<file path="src/radar_measurement_jacobian_assert.svh">
// ----------------------------------------------------------------------------
// Radar measurement Jacobian assertion macros
// Shared property shorthands; clk and rst are taken from the including module.
// ----------------------------------------------------------------------------
`ifndef RADAR_MEASUREMENT_JACOBIAN_ASSERT_SVH
`define RADAR_MEASUREMENT_JACOBIAN_ASSERT_SVH

// Consequent must hold in the same cycle as the antecedent.
`define RMJ_ASSERT_IMPLY(name, cond, expr, msg) \
  name: assert property (@(posedge clk) disable iff (rst) (cond) |-> (expr)) \
    else $error(msg);

// Consequent must hold in the cycle after the antecedent.
`define RMJ_ASSERT_NEXT(name, cond, expr, msg) \
  name: assert property (@(posedge clk) disable iff (rst) (cond) |=> (expr)) \
    else $error(msg);

`endif

</file>
<file path="src/ramj_fifo.sv">
// ----------------------------------------------------------------------------
// Radar measurement Jacobian queue
// Small first-in first-out buffer with an occupancy count.
// ----------------------------------------------------------------------------
`timescale 1ns / 1ps
`include "radar_measurement_jacobian_assert.svh"

module ramj_fifo #(
  parameter int unsigned WIDTH = 8,
  parameter int unsigned DEPTH = 4
) (
  input  logic                           clk,
  input  logic                           rst,
  input  logic                           push,
  input  logic [WIDTH-1:0]               wdata,
  input  logic                           pop,
  output logic [WIDTH-1:0]               rdata,
  output logic                           empty,
  output logic                           full,
  output logic [$clog2(DEPTH+1)-1:0]     count
);

  localparam int unsigned AW = (DEPTH > 1) ? $clog2(DEPTH) : 1;
  localparam int unsigned CW = $clog2(DEPTH + 1);

  logic [WIDTH-1:0] mem [DEPTH];
  logic [AW-1:0]    wr_ptr;
  logic [AW-1:0]    rd_ptr;
  logic             wr;
  logic             rd;

  assign empty = (count == '0);
  assign full  = (count == CW'(DEPTH));
  assign wr    = push && !full;
  assign rd    = pop && !empty;
  assign rdata = mem[rd_ptr];

  always_ff @(posedge clk) begin
    if (wr) begin
      mem[wr_ptr] <= wdata;
    end
  end

  always_ff @(posedge clk) begin
    if (rst) begin
      wr_ptr <= '0;
      rd_ptr <= '0;
      count  <= '0;
    end else begin
      if (wr) begin
        wr_ptr <= (wr_ptr == AW'(DEPTH - 1)) ? '0 : wr_ptr + 1'b1;
      end
      if (rd) begin
        rd_ptr <= (rd_ptr == AW'(DEPTH - 1)) ? '0 : rd_ptr + 1'b1;
      end
      unique case ({wr, rd})
        2'b10: count <= count + 1'b1;
        2'b01: count <= count - 1'b1;
        default: count <= count;
      endcase
    end
  end

  `RMJ_ASSERT_IMPLY(a_no_overflow, push, !full, "item pushed into a full queue")
  `RMJ_ASSERT_NEXT(a_push_lands, push, count != '0, "pushed item did not land")

endmodule

</file>
<file path="config.mk">
export PLATFORM = sky130hd
export DESIGN_NAME = ramj_fifo
export DESIGN_NICKNAME = d
export VERILOG_FILES = /design/src/ramj_fifo.sv
export VERILOG_INCLUDE_DIRS = /design/src /design/src/src
export SDC_FILE = /design/constraint.sdc
export NUM_CORES = 1
export LEC_CHECK = 0
export BUFFER_PORTS_ARGS = -buffer_cell sky130_fd_sc_hd__buf_2
export CAP_MARGIN = 20
export CORE_UTILIZATION = 49
export CTS_CLUSTER_DIAMETER = 200
export DETAILED_ROUTE_END_ITERATION = 8
export PLACE_DENSITY = 0.73
export SLEW_MARGIN = 20
export SYNTH_ARGS = -nofsm -noshare
export SYNTH_HDL_FRONTEND = slang
export SYNTH_SLANG_ARGS = --single-unit
export TNS_END_PERCENT = 20
</file>
<file path="constraint.sdc">
create_clock -name clk -period 2.1 [get_ports clk]
set_input_delay 0.63 -clock clk [delete_from_list [all_inputs] [get_ports clk]]
set_output_delay 0.63 -clock clk [all_outputs]
set_load 0.01 [all_outputs]
</file>
==> reports/results.ini, run 1 <==
[power_and_ir_drop]
clkPwrFrac_pct = 16.3
p_int_w = 0.00156
cellPowerDensity_nw_per_um2 = 1100
seqPwrFrac_pct = 47.5
pwr-share-comb_pct = 36.2
switchingPower_w = 0.000638
ir_drop_v = 0.000651
p_sw_share_pct = 29.0
leakagePower_nw = 0.765

[setup_path]
endpoint_kind = output pin
crit_fanout = 8
startpoint_type = flip-flop
cp.required_ns = 1.47
path_class = flip-flop to output pin
cp.arrival_ns = 1.48
timing.rr.start = count[1]$_SDFFE_PP0P_

[grt]
grt_util_all_layers_pct = 17.0
grt_pass1_vias = 884
gr-total-overflow = 0
grt_max_degree = 13
grt_pass1_wl_um = 4070
antenna_found_initial = 0

[routing]
wl_met2_um = 1270
via_per_inst = 5.07
vias = 898
dr.first_iter.drc_count = 23
firstDrtPassIters = 4
drc_errors = 0
wl_um = 2530
wl_per_cell_um = 14.3
ant_nets = 0
wl_met3_um = 153
routed.top_layer = met4
drt-met1-wl_um = 1050

[floorplanning]
core_um2 = 3130
io_pins = 25
die_h_um = 60.0
dieArea_um2 = 3600
fp-row-count = 20
start_util_pct = 52.7
dieWidth_um = 60.0

[cts]
cts_root_buf = clkbuf_4
clock-sinks = 41
clockBufferDepth = 2
clk_pin_slew_ns = 0.11
cts_setup_buffers = 0
clk_latency_ns = 0.34
cts_tree = done
htreeDepth = 2
cts_hold_buffers = 0
cts_buffers = 5

[final_layout]
area_delta_synth_final_pct = 21.4
final_util_pct = 64.0
drive_gt1_share_pct = 45.9
diodes = 0
n_fill_cell = 245
nets = 151

[logic_synthesis]
synth-seq-cells = 41
synth_cells = 96
synth.avg_cell_area_um2 = 17.2
synth.cell_area_um2 = 1650
syn_nets = 115
yosysWarnings = 0
async_flop_share_pct = 0
ys_types = 27
ys_seq_area_share_pct = 69.2
synth_edf_count = 32
synth_ff_type = edfxtp_1

[sta]
worst_pin_slew_ns = 0.432
min_period_ns = 2.11
maxSlewViolCount = 0
finalSetupViolCount = 4
timing.hold.ws_ns = 0.499
fin_ws_ns = -0.0108
fmax_ghz = 0.474
finClkSkew_ns = 0.00847
rsz0062_at_grt = true
slew_headroom_pct = 71.2
hold_viol = 0
finalCritPeriodShare_pct = 101

[place]
place.gp.congestion = 0.661
dp_hpwl_um = 1770
portBuffers = 24

[outcome]
status = finished, violations left
violations = setup timing

[flow_run]
cap_violations = 0

[hold_path]
min-delay-path-class = input pin to flip-flop
min_from = wdata[5]

Yosys cell counts (all sizes together), types with 3 or more instances:
| master | number | share of area (%) |
|---|---|---|
| dfxtp | 9 | 11 |
| buf | 3 | 1.2 |
| mux4 | 8 | 11 |
| ha | 6 | 4.6 |
| a21oi | 4 | 1.2 |
| and3 | 4 | 1.7 |
| inv | 8 | 1.8 |
| nor2 | 4 | 0.91 |
| edfxtp | 32 | 58 |
sequential cells by signal, summed over array words and instances (netlist names), named ones only:
signal  cells
rd_ptr      2
wr_ptr      2
count       3
mem        32
power by group through the flow:
stage / Combinational [W] / Sequential (W) / Clock, W
2_1_floorplan: 0.000449 / 0.00107 / 0
6_report: 0.000798 / 0.00105 / 0.000360
3_5_place_dp: 0.000723 / 0.00106 / 0
3_3_place_gp: 0.000700 / 0.00105 / 0
4_1_cts: 0.000744 / 0.00105 / 0.000377
5_1_grt: 0.000876 / 0.00106 / 0.000409
metal layers:
metal,vias to the layer above,global-route usage (%)
li1,438,-
met1,431,20.1
met2,24,27.1
met3,5,6.71
met4,0,7.97
met5,-,0
critical path, stage by stage, from the launching register on:
cell	delay, ns
dfxtp_2	0.36
buf_12	0.13
mux4_2	0.51
buf_6	0.14
final cells by class:
type	instances	area (um2)	area share (%)
Inverter	8	30.0	1.50
Tap cell	44	55.1	2.75
Multi-Input combinational cell	43	478	23.9
Timing Repair Buffer	33	238	11.9
Clock inverter	1	3.75	0.188
Sequential cell	41	1150	57.5
Clock buffer	7	45.0	2.25
stage by stage:
| step | std cells | instance area, um2 | total power (W) | TNS (ns) | setup slack (ns) |
|---|---|---|---|---|---|
| 2_1_floorplan | 96 | 1680 | 0.00152 | -0.105 | -0.105 |
| 3_3_place_gp | 169 | 1890 | 0.00175 | 0 | 0.00184 |
| 3_5_place_dp | 169 | 1890 | 0.00178 | -0.0626 | -0.0626 |
| 4_1_cts | 177 | 1960 | 0.00217 | -0.299 | -0.0530 |
| 5_1_grt | 177 | 2000 | 0.00234 | -0.643 | -0.0847 |
| 6_report | 177 | 2000 | 0.00220 | -0.0300 | -0.0108 |
cell families (layout without fill, tap and decap cells):
| group | count (synthesis) | in the layout | share of synthesized area (%) |
|---|---|---|---|
| AO/OA/AOI/OAI | 8 | 8 | 3.19 |
| XOR/XNOR | 2 | 2 | 1.06 |
| adder cells (fa/ha/maj) | 7 | 7 | 5.77 |
| buffers and inverters | 12 | 49 | 3.26 |
| flip-flops | 41 | 41 | 69.2 |
| multiplexers | 9 | 9 | 11.5 |
| AND/OR/NAND/NOR | 17 | 17 | 5.92 |
placed cells by master, fill, tap and decap left out:
cell type	n
dfxtp_4	2
or3_4	1
a21o_1	1
o31ai_2	1
nor3_1	2
buf_2	18
mux2i_1	1
buf_4	8
inv_2	2
o21ai_0	1
a21oi_2	1
nand3_1	2
dfxtp_1	5
clkinv_1	1
edfxtp_1	32
dfxtp_2	2
a21oi_1	3
buf_6	6
xor2_1	2
and2_4	1
ha_4	1
fa_2	1
inv_1	6
or3_1	1
ha_1	5
and3_1	2
nand2_1	1
nor2_1	4
mux4_2	8
buf_12	1
clkbuf_1	2
clkbuf_4	5
o31ai_1	1
and3_2	2
or3b_4	1
final timing paths:
path                           endpoint  slack [ns]  cells after the start
setup / recovery               rdata[3]       -0.01                      3
hold / removal      mem[0][5]$_DFFE_PP_        0.50                      1
setup reg to reg  count[2]$_SDFFE_PP0P_        0.02                      9
hold reg to reg               flip-flop        0.50                      2
timing repair:
action / 4_1_cts / 5_1_grt
gates resized for setup: 5 / 7
setup endpoints to repair: 9 / 9
pin swaps: 2 / 0
No activity file was read; power rests on OpenSTA's default activity.
==> run 2: changes to the inputs <==
- BUFFER_PORTS_ARGS: -buffer_cell sky130_fd_sc_hd__buf_2 -> -buffer_cell sky130_fd_sc_hd__buf_4
- HOLD_SLACK_MARGIN: unset -> 0.06
==> reports/results.ini, run 2 (synthesis gave the netlist of run 1 again) <==
[outcome]
violations = setup timing
status = finished, violations left

[floorplanning]
die_h_um = 60.0  ; unchanged
io_pins = 25  ; unchanged
dieWidth_um = 60.0  ; unchanged
start_util_pct = 52.7  ; unchanged
dieArea_um2 = 3600  ; unchanged
core_um2 = 3130  ; unchanged
fp-row-count = 20  ; unchanged

[place]
post-place-cells = 170  ; +0.59%
dpl_cell_area_um2 = 1960  ; +3.6%
place.gp.congestion = 0.749  ; +13%
portBuffers = 24  ; unchanged
dp_hpwl_um = 2010  ; +13%

[setup_path]
max_stage_delay_ns = 0.51  ; about the same
crit_fanout = 5  ; -3
r2r_slack_ns = 0  ; -0.02 ns
startpoint_type = flip-flop
endpoint_kind = output pin
cp_common_cell = buf_6
cpMaxStageDelayCell = mux4_2
cp.arrival_ns = 1.49  ; about the same
cp.required_ns = 1.47  ; about the same
path_class = flip-flop to output pin
cp_cell_sequence = buf_6 -> mux4_2 -> buf_6
crit_buf_inv = 2  ; unchanged
cp_top_family = multiplexers

[final_layout]
fin_cells = 178  ; +0.56%
nets = 152  ; +0.66%
final_cell_area_um2 = 2060  ; +2.8%
largest_register_ffs = 32  ; unchanged
mostFrequentLayoutCell = edfxtp_1
diodes = 0  ; unchanged
n_fill_cell = 236  ; -3.7%
final_cell_mix = 32 x edfxtp_1, 24 x buf_4, 10 x buf_6, 8 x mux4_2, 6 x inv_1
drive_gt1_share_pct = 47.0  ; +1.2 points
reg.largest.list = mem (32), count (3)
area_delta_synth_final_pct = 24.8
largest_register = mem

[grt]
grt_util_all_layers_pct = 18.8  ; +1.8 points
antenna_found_initial = 0  ; unchanged
grt_pass1_wl_um = 4530  ; +11%
grt_pass1_vias = 993  ; +12%
gr-total-overflow = 0  ; unchanged
grt_max_degree = 13  ; unchanged

[cts]
htreeDepth = 2  ; unchanged
cts_root_buf = clkbuf_4
clockBufferDepth = 2  ; unchanged
clock-sinks = 41  ; unchanged
clk_latency_ns = 0.34  ; about the same
cts_setup_buffers = 0  ; unchanged
cts_tree = done
cts_buffers = 5  ; unchanged
clk_pin_slew_ns = 0.12  ; about the same

[sta]
fin_ws_ns = -0.0248  ; -0.0140 ns
min_period_ns = 2.12  ; +0.0140 ns
worst_pin_slew_ns = 0.427  ; -0.00499 ns
rsz0062_at_grt = true
finalSetupViolCount = 7  ; +3
finalCritPeriodShare_pct = 101  ; +0.67 points
finClkSkew_ns = 0.0122  ; +0.00371 ns
slew_headroom_pct = 71.5  ; +0.33 points
maxSlewViolCount = 0  ; unchanged
fmax_ghz = 0.471  ; -0.66%
setup_tns_ns = -0.0796  ; -0.0496 ns
hold_viol = 0  ; unchanged

[routing]
dr.first_iter.drc_count = 32  ; +39%
firstDrtPassIters = 3  ; -1
vias = 907  ; +1.0%
via_per_inst = 5.10  ; +0.43%
ant_nets = 0  ; unchanged
wl_um = 2740  ; +8.5%
wl_per_cell_um = 15.4  ; +7.9%
drc_errors = 0  ; unchanged

[power_and_ir_drop]
cellPowerDensity_nw_per_um2 = 1110  ; +0.94%
switchingPower_w = 0.000672  ; +5.3%
pwr-share-comb_pct = 38.0  ; +1.8 points
p_total_w = 0.00229  ; +3.8%
clkPwrFrac_pct = 15.9  ; -0.4 points
ir_drop_v = 0.000590  ; -9.4%
seqPwrFrac_pct = 46.1  ; -1.4 points
p_sw_share_pct = 29.4  ; +0.42 points
p_int_w = 0.00161  ; +3.2%
leakagePower_nw = 0.787  ; +2.8%

[hold_path]
min-delay-path-class = input pin to flip-flop

[flow_run]
cap_violations = 0  ; unchanged

run 2: power by group through the flow:
stage	logic [W]	clock network, W	registers, W
after global placement	0.000779	0	0.00106
after global routing	0.000952	0.000406	0.00107
after floorplan	0.000449	0	0.00107
after detailed placement	0.000811	0	0.00107
final	0.000869	0.000365	0.00105
after CTS	0.000853	0.000373	0.00105
run 2: layer usage:
| layer | track usage, % | vias up | wire length, um |
|---|---|---|---|
| li1 | - | 436 | - |
| met1 | 21.5 | 446 | 1190 |
| met2 | 31.1 | 20 | 1400 |
| met3 | 5.84 | 5 | 99 |
| met4 | 11.0 | 0 | 50 |
| met5 | 0 | - | 0 |
run 2: path summary, 6_finish.rpt:
path | from | end | cells after the start
setup / recovery | flip-flop | rdata[3] | 3
hold / removal | wdata[5] | mem[3][5]$_DFFE_PP_ | 1
setup reg to reg | count[2]$_SDFFE_PP0P_ | count[2]$_SDFFE_PP0P_ | 9
hold reg to reg | rd_ptr[0]$_SDFFE_PP0P_ | flip-flop | 2
run 2: layout make-up:
class	instances	area [um2]	share of cell area, %
Clock buffer	7	45.0	2.19
Timing Repair Buffer	34	293	14.2
Multi-Input combinational cell	43	478	23.2
Clock inverter	1	5.00	0.243
Sequential cell	41	1150	56.0
Tap cell	44	55.1	2.68
Inverter	8	30.0	1.46
run 2: stage by stage:
| stage | hold WS (ns) | setup slack (ns) | util [%] |
|---|---|---|---|
| after global placement | 0.490 | -0.00506 | 62.7 |
| after CTS | 0.473 | -0.0402 | 65.2 |
| after detailed placement | 0.533 | -0.0712 | 62.7 |
| after floorplan | 0.463 | -0.105 | - |
| after global routing | 0.461 | -0.0831 | 65.8 |
| final | 0.483 | -0.0248 | 65.8 |
run 2: what timing repair did:
item	in CTS	in global routing
pin swaps	2	0
resized for setup	8	5
hold buffers	0	0
endpoints found under the setup margin	9	9
run 2: worst reg2reg max path, cell delays in order (launching register included):
cell,delay (ns)
dfxtp_4,0.36
or3b_4,0.37
and2_4,0.15
inv_2,0.05
ha_4,0.12
inv_2,0.03
fa_2,0.35
xor2_1,0.16
or3_4,0.33
a21oi_2,0.11
==> run 3: changes to the inputs <==
- CORE_ASPECT_RATIO: unset -> 0.9
- CORE_UTILIZATION: 49 -> 50
- CTS_BUF_LIST: unset -> sky130_fd_sc_hd__clkbuf_8
- PLACE_DENSITY: 0.73 -> 0.74
==> reports/results.ini, run 3 (synthesis gave the netlist of run 1 again) <==
[setup_path]
cp.arrival_ns = 2.31  ; +0.82 ns
endpoint = count[2]$_SDFFE_PP0P_
reg2reg_to = count[2]$_SDFFE_PP0P_
timing.rr.start = count[2]$_SDFFE_PP0P_
startpoint_type = flip-flop
endpoint_kind = flip-flop
max_stage_delay_ns = 0.37  ; -0.14 ns
crit_fanout = 2  ; -3
cp.required_ns = 2.32  ; +0.85 ns
cp_cell_sequence = or3b_4 -> and2_4 -> inv_2 -> ha_4 -> inv_2 -> fa_2 -> xor2_1 -> or3_4 -> a21oi_2
cp_common_cell = inv_2
path_class = flip-flop to flip-flop
cpMaxStageDelayCell = or3b_4
r2r_slack_ns = 0.01  ; about the same
reg2reg_depth = 9  ; unchanged
crit_start = count[2]$_SDFFE_PP0P_

[power_and_ir_drop]
ir_drop_v = 0.000761  ; +29%
switchingPower_w = 0.000671  ; -0.15%
pwr-share-comb_pct = 35.8  ; -2.2 points
clkPwrFrac_pct = 19.8  ; +3.9 points
leakagePower_nw = 0.801  ; +1.8%
p_int_w = 0.00169  ; +4.8%
p_sw_share_pct = 28.4  ; -0.99 points
cellPowerDensity_nw_per_um2 = 1140  ; +2.5%
seqPwrFrac_pct = 44.4  ; -1.7 points

[place]
place.gp.congestion = 0.777  ; +3.6%
dp_hpwl_um = 1850  ; -8.3%
dpl_cell_area_um2 = 1950  ; -0.51%
portBuffers = 24  ; unchanged
place_worst_setup_slack_ns = -0.0428  ; +0.0283 ns
post-place-cells = 167  ; -1.8%

[final_layout]
final_cell_area_um2 = 2070  ; +0.79%
mostFrequentLayoutCell = edfxtp_1
drive_gt1_share_pct = 47.8  ; +0.75 points
largest_register_ffs = 32  ; unchanged
nets = 152  ; unchanged
diodes = 0  ; unchanged
area_delta_synth_final_pct = 25.8
fin_cells = 176  ; -1.1%
reg.largest.list = mem (32), count (3)
final_cell_mix = 32 x edfxtp_1, 30 x buf_4, 8 x mux4_2, 7 x inv_1
final_util_pct = 67.1  ; +1.3 points
largest_register = mem

[floorplanning]
die_h_um = 56.5  ; -5.9%
fp-row-count = 19  ; -5.0%
dieArea_um2 = 3530  ; -1.9%
core_um2 = 3090  ; -1.2%
io_pins = 25  ; unchanged
dieWidth_um = 62.5  ; +4.2%
start_util_pct = 53.3  ; +0.64 points

[sta]
finalSetupViolCount = 0  ; -7
rsz0062_at_grt = true
fin_ws_ns = 0.0112  ; +0.0360 ns
worst_pin_slew_ns = 0.410  ; -0.0171 ns
hold_viol = 0  ; unchanged
setup_tns_ns = 0  ; +0.0796 ns
finalCritPeriodShare_pct = 99.5  ; -1.7 points
slew_headroom_pct = 72.7  ; +1.1 points
maxSlewViolCount = 0  ; unchanged
finClkSkew_ns = 0.00556  ; -0.00662 ns
fmax_ghz = 0.479  ; +1.7%
min_period_ns = 2.09  ; -0.0360 ns

[cts]
clockBufferDepth = 2  ; unchanged
cts_root_buf = clkbuf_8
cts_tree = done
clk_pin_slew_ns = 0.07  ; -0.05 ns
cts_hold_buffers = 0  ; unchanged
clk_latency_ns = 0.29  ; -0.05 ns
htreeDepth = 2  ; unchanged
cts_buffers = 5  ; unchanged
clock-sinks = 41  ; unchanged

[routing]
wl_met3_um = 153  ; +55%
wl_met2_um = 1360  ; -3.4%
ant_nets = 0  ; unchanged
vias = 921  ; +1.5%
dr.first_iter.drc_count = 21  ; -34%
wl_um = 2660  ; -3.0%
routed.top_layer = met4
firstDrtPassIters = 4  ; +1
via_per_inst = 5.23  ; +2.7%
drt-met1-wl_um = 1100  ; -7.5%
wl_per_cell_um = 15.1  ; -1.9%
drc_errors = 0  ; unchanged

[outcome]
status = finished clean

[flow_run]
cap_violations = 0  ; unchanged

[hold_path]
min-delay-path-class = flip-flop to flip-flop

[grt]
grt_util_all_layers_pct = 17.1  ; -1.7 points
grt_pass1_wl_um = 4220  ; -6.7%
antenna_found_initial = 0  ; unchanged
grt_pass1_vias = 929  ; -6.4%
grt_max_degree = 13  ; unchanged
gr-total-overflow = 0  ; unchanged

## run 3: power by group through the flow
stage          Sequential, W  Clock, W  Combinational [W]
2_1_floorplan        0.00107         0           0.000449
3_3_place_gp         0.00105         0           0.000770
3_5_place_dp         0.00106         0           0.000798
4_1_cts              0.00105  0.000479           0.000815
5_1_grt              0.00106  0.000508           0.000914
6_report             0.00105  0.000469           0.000846
## run 3: stage by stage
stage,hold WS (ns),power [W]
2_1_floorplan,0.463,0.00152
3_3_place_gp,0.476,0.00182
3_5_place_dp,0.481,0.00186
4_1_cts,0.493,0.00234
5_1_grt,0.531,0.00248
6_report,0.490,0.00236
## run 3: how the worst min path moves through the flow
stage,start,to,slack (ns),depth (start not counted)
3_3_place_gp,rd_ptr[0]$_SDFFE_PP0P_,rd_ptr[0]$_SDFFE_PP0P_,0.48,2
4_1_cts,rd_ptr[0]$_SDFFE_PP0P_,flip-flop,0.49,2
2_1_floorplan,rd_ptr[0]$_SDFFE_PP0P_,flip-flop,0.46,2
5_1_grt,wdata[3],mem[2][3]$_DFFE_PP_,0.53,1
6_report,rd_ptr[0]$_SDFFE_PP0P_,flip-flop,0.49,2
3_5_place_dp,rd_ptr[0]$_SDFFE_PP0P_,flip-flop,0.48,2
## run 3: worst max-delay path: cells and delay by family (launching register included)
kind	cells	cell delay (ns)
AND/OR/NAND/NOR	3	0.85
buffers and inverters	2	0.10
flip-flops	1	0.35
XOR/XNOR	1	0.15
adder cells (fa/ha/maj)	2	0.45
AO/OA/AOI/OAI	1	0.13
## run 3: layout make-up
cell class | count | area [um2]
clock inverter | 3 | 13.8
tap | 42 | 52.6
multi-input combinational | 43 | 478
sequential | 41 | 1150
fill | 234 | 1020
timing repair buffer | 34 | 279
inverter | 8 | 30.0
clock buffer | 5 | 68.8
## run 3: per-layer routing
| layer | global-route usage, % | vias up |
|---|---|---|
| li1 | - | 434 |
| met1 | 19.5 | 450 |
| met2 | 28.3 | 29 |
| met3 | 6.50 | 8 |
| met4 | 8.64 | 0 |
| met5 | 0 | - |
## run 3: repair_timing
item / in CTS / in global routing
pin swaps: 2 / 2
buffers inserted: 0 / 1
setup endpoints to repair: 9 / 9
gates resized for setup: 4 / 5
gates cloned: 0 / 0
